<file path="src/rtl/core/hsfd_pkg.sv">
`timescale 1ns / 1ps

package hsfd_pkg;

    // Configuration register indexes
    localparam logic [7:0] CFG_HEADER_WORD = 8'd0;
    localparam logic [7:0] CFG_STOP_BYTE   = 8'd1;

    localparam int BYTE_W   = 8;
    localparam int WORD_W   = 32;
    localparam int INDEX_W  = 6;
    localparam int WIN_SIZE = 4;

    typedef struct packed {
        logic [31:0] header_word;
        logic [7:0]  stop_byte;
    } hsfd_cfg_t;

    typedef enum logic [2:0] {
        ST_IDLE,
        ST_CMP,
        ST_STOP,
        ST_RD,
        ST_SHIFT,
        ST_EMIT,
        ST_ERR
    } state_t;

    // Expected header byte k, first expected byte in the top bits
    function automatic logic [7:0] header_byte(input logic [31:0] w, input logic [1:0] k);
        logic [7:0] b;
        case (k)
            2'd0:    b = w[31:24];
            2'd1:    b = w[23:16];
            2'd2:    b = w[15:8];
            2'd3:    b = w[7:0];
            default: b = w[7:0];
        endcase
        return b;
    endfunction

endpackage

</file>
<file path="src/rtl/core/hsfd_payload_ram.sv">
`timescale 1ns / 1ps

module hsfd_payload_ram #(
    parameter int DEPTH  = 32,
    parameter int ADDR_W = 5
) (
    input  logic              aclk,
    input  logic              wr_en,
    input  logic [ADDR_W-1:0] wr_addr,
    input  logic [7:0]        wr_data,
    input  logic [ADDR_W-1:0] rd_addr,
    output logic [7:0]        rd_data
);

    logic [7:0] mem [DEPTH];
    logic [7:0] rd_data_reg;

    // Write one byte, read one byte, read data registered
    always_ff @(posedge aclk) begin
        if (wr_en) begin
            mem[wr_addr] <= wr_data;
        end
        rd_data_reg <= mem[rd_addr];
    end

    assign rd_data = rd_data_reg;

endmodule

</file>
<file path="src/rtl/core/hsfd_core.sv">
`timescale 1ns / 1ps

module hsfd_core import hsfd_pkg::*; #(
    parameter int WORDS = 8
) (
    input  logic        aclk,
    input  logic        aresetn,
    input  hsfd_cfg_t   cfg,
    input  logic        s_tvalid,
    output logic        s_tready,
    input  logic [7:0]  rx_byte,
    output logic        m_tvalid,
    input  logic        m_tready,
    output logic [31:0] payload_word,
    output logic [5:0]  word_index,
    output logic        last_word,
    output logic        stop_error
);

    localparam int PB     = 4 * WORDS;
    localparam int ADDR_W = $clog2(PB);
    localparam int CNT_W  = $clog2(PB + 1);
    localparam int WIDX_W = (WORDS > 1) ? $clog2(WORDS) : 1;

    state_t state_reg, state_next;

    logic [7:0]        window_reg [WIN_SIZE];
    logic [1:0]        pos_reg;
    logic              capturing_reg;
    logic [CNT_W-1:0]  count_reg;
    logic [1:0]        k_reg;
    logic              hit_reg;
    logic              hit_next;
    logic [7:0]        byte_reg;
    logic [WIDX_W-1:0] widx_reg;
    logic [1:0]        bsel_reg;
    logic [31:0]       word_reg;

    logic              out_valid_reg;
    logic [31:0]       out_word_reg;
    logic [5:0]        out_index_reg;
    logic              out_last_reg;
    logic              out_err_reg;

    logic              s_accept;
    logic              load_ok;
    logic              out_load;
    logic              payload_full;
    logic              last_idx;
    logic              ram_we;
    logic [ADDR_W-1:0] rd_addr;
    logic [7:0]        rd_data;
    logic [7:0]        cmp_a;
    logic [7:0]        cmp_b;
    logic              cmp_eq;

    assign s_accept     = s_tvalid && s_tready;
    assign load_ok      = !out_valid_reg || m_tready;
    assign out_load     = load_ok && (state_reg == ST_EMIT || state_reg == ST_ERR);
    assign payload_full = (count_reg == CNT_W'(PB));
    assign last_idx     = (widx_reg == WIDX_W'(WORDS - 1));
    assign rd_addr      = ADDR_W'({widx_reg, bsel_reg});

    // Shared byte comparator: header window while hunting, stop byte at frame end
    always_comb begin
        if (state_reg == ST_CMP) begin
            cmp_a = window_reg[pos_reg + k_reg];
            cmp_b = header_byte(cfg.header_word, k_reg);
        end else begin
            cmp_a = byte_reg;
            cmp_b = cfg.stop_byte;
        end
    end
    assign cmp_eq   = (cmp_a == cmp_b);
    assign hit_next = ((k_reg == 2'd0) ? 1'b1 : hit_reg) && cmp_eq;

    // Next state
    always_comb begin
        state_next = state_reg;
        case (state_reg)
            ST_IDLE: begin
                if (s_accept) begin
                    if (!capturing_reg) begin
                        state_next = ST_CMP;
                    end else if (payload_full) begin
                        state_next = ST_STOP;
                    end
                end
            end
            ST_CMP: begin
                if (k_reg == 2'd3) begin
                    state_next = ST_IDLE;
                end
            end
            ST_STOP:  state_next = cmp_eq ? ST_RD : ST_ERR;
            ST_RD:    state_next = ST_SHIFT;
            ST_SHIFT: state_next = (bsel_reg == 2'd3) ? ST_EMIT : ST_RD;
            ST_EMIT: begin
                if (load_ok) begin
                    state_next = last_idx ? ST_IDLE : ST_RD;
                end
            end
            ST_ERR: begin
                if (load_ok) begin
                    state_next = ST_IDLE;
                end
            end
            default: state_next = ST_IDLE;
        endcase
    end

    // Outputs of the sequencer
    always_comb begin
        s_tready = 1'b0;
        ram_we   = 1'b0;
        case (state_reg)
            ST_IDLE: begin
                s_tready = 1'b1;
                ram_we   = s_tvalid && capturing_reg && !payload_full;
            end
            default: begin
                s_tready = 1'b0;
                ram_we   = 1'b0;
            end
        endcase
    end

    always_ff @(posedge aclk) begin
        if (!aresetn) begin
            state_reg     <= ST_IDLE;
            for (int i = 0; i < WIN_SIZE; i++) begin
                window_reg[i] <= '0;
            end
            pos_reg       <= '0;
            capturing_reg <= 1'b0;
            count_reg     <= '0;
            k_reg         <= '0;
            hit_reg       <= 1'b0;
            widx_reg      <= '0;
            bsel_reg      <= '0;
            out_valid_reg <= 1'b0;
        end else begin
            state_reg <= state_next;
            if (out_load) begin
                out_valid_reg <= 1'b1;
            end else if (m_tready) begin
                out_valid_reg <= 1'b0;
            end
            case (state_reg)
                ST_IDLE: begin
                    if (s_accept) begin
                        if (!capturing_reg) begin
                            window_reg[pos_reg] <= rx_byte;
                            pos_reg             <= pos_reg + 2'd1;
                            k_reg               <= '0;
                        end else if (!payload_full) begin
                            count_reg <= count_reg + CNT_W'(1);
                        end else begin
                            capturing_reg <= 1'b0;
                            count_reg     <= '0;
                            widx_reg      <= '0;
                            bsel_reg      <= '0;
                        end
                    end
                end
                ST_CMP: begin
                    hit_reg <= hit_next;
                    k_reg   <= k_reg + 2'd1;
                    if (k_reg == 2'd3 && hit_next) begin
                        capturing_reg <= 1'b1;
                        count_reg     <= '0;
                    end
                end
                ST_SHIFT: begin
                    bsel_reg <= bsel_reg + 2'd1;
                end
                ST_EMIT: begin
                    if (load_ok && !last_idx) begin
                        widx_reg <= widx_reg + WIDX_W'(1);
                    end
                end
                default: begin
                end
            endcase
        end
    end

    // Payload path, no reset needed
    always_ff @(posedge aclk) begin
        if (state_reg == ST_IDLE && s_accept) begin
            byte_reg <= rx_byte;
        end
        if (state_reg == ST_SHIFT) begin
            word_reg <= {word_reg[23:0], rd_data};
        end
        if (state_reg == ST_EMIT && load_ok) begin
            out_word_reg  <= word_reg;
            out_index_reg <= INDEX_W'(widx_reg);
            out_last_reg  <= last_idx;
            out_err_reg   <= 1'b0;
        end
        if (state_reg == ST_ERR && load_ok) begin
            out_word_reg  <= '0;
            out_index_reg <= '0;
            out_last_reg  <= 1'b1;
            out_err_reg   <= 1'b1;
        end
    end

    hsfd_payload_ram #(
        .DEPTH  (PB),
        .ADDR_W (ADDR_W)
    ) u_ram (
        .aclk    (aclk),
        .wr_en   (ram_we),
        .wr_addr (count_reg[ADDR_W-1:0]),
        .wr_data (rx_byte),
        .rd_addr (rd_addr),
        .rd_data (rd_data)
    );

    assign m_tvalid     = out_valid_reg;
    assign payload_word = out_word_reg;
    assign word_index   = out_index_reg;
    assign last_word    = out_last_reg;
    assign stop_error   = out_err_reg;

endmodule

</file>
<file path="src/rtl/core/header_sync_frame_deframer_top.sv">
`timescale 1ns / 1ps
// Channel   Direction  Word fields (low bit up)
// s_        in         tdata: rx_byte[7:0]
// m_        out        tdata: payload_word[31:0], word_index[37:32], zero[39:38];
//                      tlast: last_word; tuser: stop_error
// cfg_      in         cfg_index selects register, cfg_data carries value
//
// A header-hunt byte is accepted, then its window is checked one byte per
// cycle through the shared byte comparator. A payload byte is written to the
// payload RAM as it is accepted. A stop byte is registered, then checked; a
// good frame then drains every word (4 reads of the payload RAM, one byte each,
// then the output load) before the next byte is taken; a bad stop sets stop_error.
// Reset (aresetn low, synchronous) clears the window, counters, config and
// output valid; the payload RAM is not cleared. A stalled m_ side holds the
// drain at the output load step; the result register frees the input side.

module header_sync_frame_deframer_top import hsfd_pkg::*; #(
    parameter int WORDS = 8
) (
    input  logic        aclk,
    input  logic        aresetn,
    // Input byte stream
    input  logic        s_tvalid,
    output logic        s_tready,
    input  logic [7:0]  s_tdata,   // [7:0] rx_byte
    // Result word stream
    output logic        m_tvalid,
    input  logic        m_tready,
    output logic [39:0] m_tdata,   // [31:0] payload_word, [37:32] word_index, [39:38] zero
    output logic        m_tlast,   // last_word
    output logic [0:0]  m_tuser,   // [0] stop_error
    // Configuration writes
    input  logic        cfg_valid,
    output logic        cfg_ready,
    input  logic [7:0]  cfg_index,
    input  logic [31:0] cfg_data
);

    hsfd_cfg_t   cfg_reg;
    logic [31:0] payload_word;
    logic [5:0]  word_index;
    logic        last_word;
    logic        stop_error;

    // Always take config words; unknown indexes drop
    assign cfg_ready = 1'b1;

    always_ff @(posedge aclk) begin
        if (!aresetn) begin
            cfg_reg <= '0;
        end else if (cfg_valid && cfg_ready) begin
            case (cfg_index)
                CFG_HEADER_WORD: cfg_reg.header_word <= cfg_data;
                CFG_STOP_BYTE:   cfg_reg.stop_byte   <= cfg_data[7:0];
                default: begin
                end
            endcase
        end
    end

    // Sequencer, window compare and drain
    hsfd_core #(
        .WORDS (WORDS)
    ) u_core (
        .aclk         (aclk),
        .aresetn      (aresetn),
        .cfg          (cfg_reg),
        .s_tvalid     (s_tvalid),
        .s_tready     (s_tready),
        .rx_byte      (s_tdata),
        .m_tvalid     (m_tvalid),
        .m_tready     (m_tready),
        .payload_word (payload_word),
        .word_index   (word_index),
        .last_word    (last_word),
        .stop_error   (stop_error)
    );

    // Pack the result word
    assign m_tdata = {2'b00, word_index, payload_word};
    assign m_tlast = last_word;
    assign m_tuser = stop_error;

endmodule
</file>
<file path="config.mk">
export PLATFORM = sky130hd
export DESIGN_NAME = header_sync_frame_deframer_top
export DESIGN_NICKNAME = d
export VERILOG_FILES = /design/src/rtl/core/hsfd_pkg.sv /design/src/rtl/core/hsfd_payload_ram.sv /design/src/rtl/core/hsfd_core.sv /design/src/rtl/core/header_sync_frame_deframer_top.sv
export SDC_FILE = /design/constraint.sdc
export NUM_CORES = 1
export LEC_CHECK = 0
export ABC_AREA = 1
export BUFFER_PORTS_ARGS = -buffer_cell sky130_fd_sc_hd__buf_2
export CORE_UTILIZATION = 55
export DETAILED_ROUTE_END_ITERATION = 10
export PLACE_DENSITY = 0.76
export SYNTH_ARGS = -nofsm -noshare
export SYNTH_HDL_FRONTEND = slang
export SYNTH_HIERARCHICAL = 1
export SYNTH_SLANG_ARGS = --single-unit
export TNS_END_PERCENT = 10
</file>
<file path="constraint.sdc">
create_clock -name aclk -period 2.65 [get_ports aclk]
set_clock_uncertainty 0.1 [all_clocks]
set_input_delay 0.265 -clock aclk [delete_from_list [all_inputs] [get_ports aclk]]
set_output_delay 0.265 -clock aclk [all_outputs]
set_load 0.05 [all_outputs]
</file>
Word-level counts from Yosys, hierarchy flattened
Memory sizes are Yosys's and may differ from the RTL's. A register that Yosys moved wholly into a read port is not among the register bits.
Cells that the tools add are included.
{ "totals": {"regBits": 138, "latch_bits": 0, "mem_bits_rw": 288, "rom_bits": 0, "input_bits": 53, "output_inout_bits": 45, "elab_cells": 133, "memories": 2} }
{ "classes": {"addsub": 6, "mul": 0, "div_mod_pow": 0, "magnitude_cmp": 0, "eq_ne": 24, "shift": 0, "mux": 51, "bitwise": 1, "reduce_logical": 32} }
{ "mem_list": {"columns": ["name", "words", "word_bits", "read_ports", "rd_clocked_by_memory_dff", "write_ports", "line_no", "rtl"], "rows": [
  ["u_core.u_ram.mem", 32, 8, 1, 1, 1, "hsfd_payload_ram.sv:15", "logic [7:0] mem [DEPTH];"],
  ["u_core.window_reg", 4, 8, 1, 0, 4, "hsfd_core.sv:27", "logic [7:0] window_reg [WIN_SIZE];"]
]} }
{ "ops": {"columns": ["cell", "n"], "rows": [
  ["two-way mux 3 bit", 12],
  ["one-hot mux 8 bit (4 select lines)", 1],
  ["two-way mux 6 bit", 4],
  ["two-way mux 8 bit", 3],
  ["one-hot mux 3 bit (7 select lines)", 1],
  ["two-way mux 1 bit", 18],
  ["two-way mux 2 bit", 7],
  ["== test 3 bit (second input constant)", 4],
  ["!= test 2 x 1 -> 1 bit (second input constant)", 6],
  ["one-hot mux 6 bit (2 select lines)", 1],
  ["logical AND 1 bit", 10],
  ["AND reduction 5 bit", 2],
  ["AND reduction 3 bit", 3],
  ["== test 8 x 1 -> 1 bit (second input constant)", 1],
  ["== test 8 bit", 1],
  ["zero test 8 bit", 1],
  ["one-hot mux 2 bit (2 select lines)", 2],
  ["AND reduction 4 bit", 2],
  ["nonzero test 2 bit", 4],
  ["OR reduction 8 bit", 1],
  ["adder 2 x 1 -> 2 bit (second input constant)", 3],
  ["adder 6 x 1 -> 6 bit (second input constant)", 1],
  ["== test 2 bit (second input constant)", 3],
  ["== test 3 x 2 -> 1 bit (second input constant)", 2],
  ["15 further kinds", 21]
]} }

Longest topological paths before layout
{ "depth": {"word_depth": 9, "depth_mapped": 19, "depth_no_buf": 18} }

Hierarchy
The synthesis kept the hierarchy.
{ "by_module_without_submodules": {"columns": ["module", "instances", "cells_per_inst", "area_per_inst_um2", "seq_area_each_um2"], "rows": [
  ["hsfd_payload_ram", 1, 922, 10786.6, 7847.5],
  ["hsfd_core", 1, 705, 5994.5, 3323.2],
  ["header_sync_frame_deframer_top", 1, 267, 1904.3, 800.8]
]} }

Least setup slack after synthesis
OpenSTA, ideal clock, no wires.
{ "synth_timing": {"kind": "flip-flop to flip-flop", "from": "register u_core.state_reg[1]", "to": "memory u_core.window_reg[3][0] (enable)", "setup_time_ns": 0.386, "arrival_ns": 2.110, "required_time_ns": 2.164, "path_slack_ns": 0.054, "path_stages_with_launch": 8, "n_path_buf": 0, "period_less_slack_ns": 2.596, "cell_sequence": "dfxtp_1 nor2_1 nand2_1 nor2_1 nand2_1 inv_1 nand2_1 o21ai_0"} }
{ "synth_lines": {"columns": ["item", "line_no", "rtl"], "rows": [
  ["start: declaration", "hsfd_core.sv:25", "state_t state_reg, state_next;"],
  ["start signal: assignment", "hsfd_core.sv:143", "state_reg <= state_next;"],
  ["end: declaration", "hsfd_core.sv:27", null]
]} }

Final worst setup path
{ "layout_timing": {"from": "register u_core.count_reg[1]", "to": "memory u_core.u_ram.mem[0][7] (enable)"} }
{ "layout_via": {"elab_chain_len": 6} }
{ "layout_rtl": {"columns": ["item", "line_no", "rtl"], "rows": [
  ["start: declaration", "hsfd_core.sv:30", "logic [CNT_W-1:0] count_reg;"],
  ["start signal: assignment", "hsfd_core.sv:157", "count_reg <= count_reg + CNT_W'(1);"],
  ["== test 6 bit", "hsfd_core.sv:60", "assign payload_full = (count_reg == CNT_W'(PB));"],
  ["zero test 1 bit", "hsfd_core.sv:119", "ram_we = s_tvalid && capturing_reg && !payload_full;"],
  ["logical AND 1 bit", "hsfd_core.sv:119", null],
  ["two-way mux 1 bit", "hsfd_core.sv:116", "case (state_reg)"],
  ["via u_core.ram_we", "hsfd_core.sv:50", "logic ram_we;"],
  ["two-way mux 1 bit", "hsfd_payload_ram.sv:20", "if (wr_en) begin"],
  ["two-way mux 1 bit (implied by the code)", "hsfd_payload_ram.sv:21", "mem[wr_addr] <= wr_data;"],
  ["end: declaration", "hsfd_payload_ram.sv:15", null]
]} }
The timed path passes the listed nets, and every way through them passes these cells.

==> metrics.txt <==
Pwr per Cell Area 836 mW/mm^2; delay-heaviest family, CP simple AND/OR/NAND/NOR gates; Critical Path Source Type register; row count 67; antenna violations before repair 0; Peak VDD IR 0.000641 V; Die X 186 microns; Pint 0.0124 W; area taken by multi-input logic gates 0.00555 sq mm; max incr delay on CP 440 ps; Root Driver clkbuf_16; residual DRC count 0; final instance area 0.0215 sq mm; Synth Instances 1,894; Async S/R FF share, synth 0%; switching pwr 0.00559 W; Tot GR Track Use 25.3%; Avg Inst Size Synth 9.87 sq um; gpl congestion 0.925; crit-path cells inv_1 > ha_1 > nand3_1 > inv_1 > nor3_1 > inv_1 > nor2_2 > nand3_1 > buf_4 > nor2_1 > buf_4; I/O pins 98; crit path buf inv count 5; synth top area cells edfxtp_1, nand2_1, dfxtp_1; Remaining Overflow, GRT 0; H-tree lvl count 2; setup_tns 0 ps; Clk Latency, worst-skew pair 560 ps; actual slew at the worst max-slew pin 1150 ps; Synth cell types 39; most common cell in the synthesized netlist nand2_1; antenna viol nets, final 0; first-pass GRT wire length 69,800 microns; # setup viols final 0; area delta synth->final 14.9%; CTS tree done; Net count, final 2,124; share of power burned in registers 44.5%; flops & latches, synth 434; Setup crit end kind register; Total Wirelength 44,200 microns; final hold slack 15.3 ps; vias per cell 5.47; worst path arrival time 2580 ps; port bufs 91; Synth top area share 52.7%; Antenna diodes 0; clk sinks 434; Max-slew headroom 23.2%; RSZ-0062 raised after global routing yes; Max Slew Vio Count 0; DIE HEIGHT 186 microns; fillers 2,541; post-CTS setup buffers 0; detailed-route wire length per cell 17.4 microns; EDFF count, synth 328; drt initial violations 1,448; Reg clk slew, reported paths 60 ps; Worst path slowest cell dfxtp_1; Vias 13,900; die area 0.0347 sq mm; Final Hold Viols 0; starting density of the core 55.9%; status complete, no violations; LEAKAGE 8.66 nW; Yosys top cell by area edfxtp_1; CP max FO 8; core area 0.0334 sq mm; cell mode on critical path inv_1; max_cap viols 0; Fmax 412 MHz; Final Cycle Share 91.6%; CP required 2810 ps; clock buffer count from CTS 44; Yosys warnings 6; part of the Yosys area used for sequential elements 64.1%; largest net degree at the start of global routing 75; Reg area 0.0120 sq mm; maximum root-to-sink buffer count 3; commonest cells in the netlist nand2_1, edfxtp_1, nand3_1; max reg flops 256; post-layout minimum cycle time 2430 ps; Logic pwr share 21.6%; main flop type after synthesis edfxtp_1; vias in the first global route 13,300; Switching Share 31.1%; Mapped Area 0.0187 sq mm; Hold/Removal Path Class input pin to register; Clock Power Share 33.9%; hpwl dp 28,800 microns; share of cells above drive strength 1 14.1%; drt pass-1 iters 7; Crit Path Class register to register; placed inst area 0.0197 sq mm
through the flow:
| stage | cells | power [W] | setup slack (ps) | utilization (%) |
|---|---|---|---|---|
| 5_1_grt | 2544 | 0.0187 | -6.89 | 64.2 |
| 3_5_place_dp | 2429 | 0.0119 | 139 | 58.9 |
| 6_report | 2544 | 0.0180 | 223 | 64.2 |
| 4_1_cts | 2544 | 0.0180 | 108 | 64.2 |
| 3_3_place_gp | 2429 | 0.0118 | 242 | 58.9 |
| 2_1_floorplan | 1897 | 0.0109 | 53.6 | - |
worst paths after layout:
check                                 to  cells past startpoint                    start  slack (ps)
setup reg to reg  u_core/u_ram/mem[0][7]                     11      u_core/count_reg[1]         220
hold reg to reg       u_core/word_reg[2]                      0  u_core/u_ram/rd_data[2]         300
setup / recovery  u_core/u_ram/mem[0][7]                     11      u_core/count_reg[1]         220
hold / removal       u_core/state_reg[1]                      3                  aresetn          20
power by group through the flow:
| stage | Sequential [W] | Combinational, W | Clock (W) |
|---|---|---|---|
| final | 0.00799 | 0.00388 | 0.00609 |
| after global routing | 0.00803 | 0.00423 | 0.00643 |
| after CTS | 0.00799 | 0.00384 | 0.00616 |
| after detailed placement | 0.00813 | 0.00378 | 0 |
| after global placement | 0.00811 | 0.00373 | 0 |
| after floorplan | 0.00876 | 0.00216 | 0 |
cells in the final DEF (no fill, tap or decap), types with 7 or more instances in the layout:
cell type,count
buf_2,91
nand3_1,287
o21ai_0,13
a21oi_1,50
nor2_2,7
nand2_2,7
nand4_1,9
or2_2,10
buf_4,81
ha_1,10
inv_1,107
dfxtp_1,103
clkinv_1,13
edfxtp_1,328
nand2_1,635
nor2_1,186
dlygate4sd3_1,33
nor2_4,7
clkbuf_16,47
tightest hold or removal path, stage by stage:
cell and delay, ps:
buf_2 110, clkinv_1 190, a21oi_1 60
routing by layer:
metal	GRT usage [%]	vias to the layer above	share of wire, %
li1	-	6596	-
met1	34.8	6551	42
met2	41.1	692	47
met3	4.83	82	8.8
met4	7.41	0	2.1
met5	0	-	0
logic make-up after synthesis:
group | Yosys count | synth area share, %
other cells | 3 | 0.0603
buf+inv | 209 | 6.37
compound gates | 68 | 1.92
fa+ha+maj | 11 | 0.737
flops | 434 | 64.1
xor+xnor | 2 | 0.0938
simple gates | 1167 | 26.8
repair_timing:
action | 4_1_cts | 5_1_grt
hold buffers | 33 | 0
gates resized for setup | 0 | 3
setup endpoints to repair | 0 | 257
endpoints found under the hold margin | 41 | 0
area by class of cell:
type / instances / share of cell area (%)
Clock buffer: 58 / 5.90
Clock inverter: 24 / 0.856
Inverter: 116 / 2.09
Multi-Input combinational cell: 1254 / 25.8
Sequential cell: 434 / 55.8
Tap cell: 448 / 2.61
Timing Repair Buffer: 210 / 6.96
No activity file was read; power rests on OpenSTA's default activity.
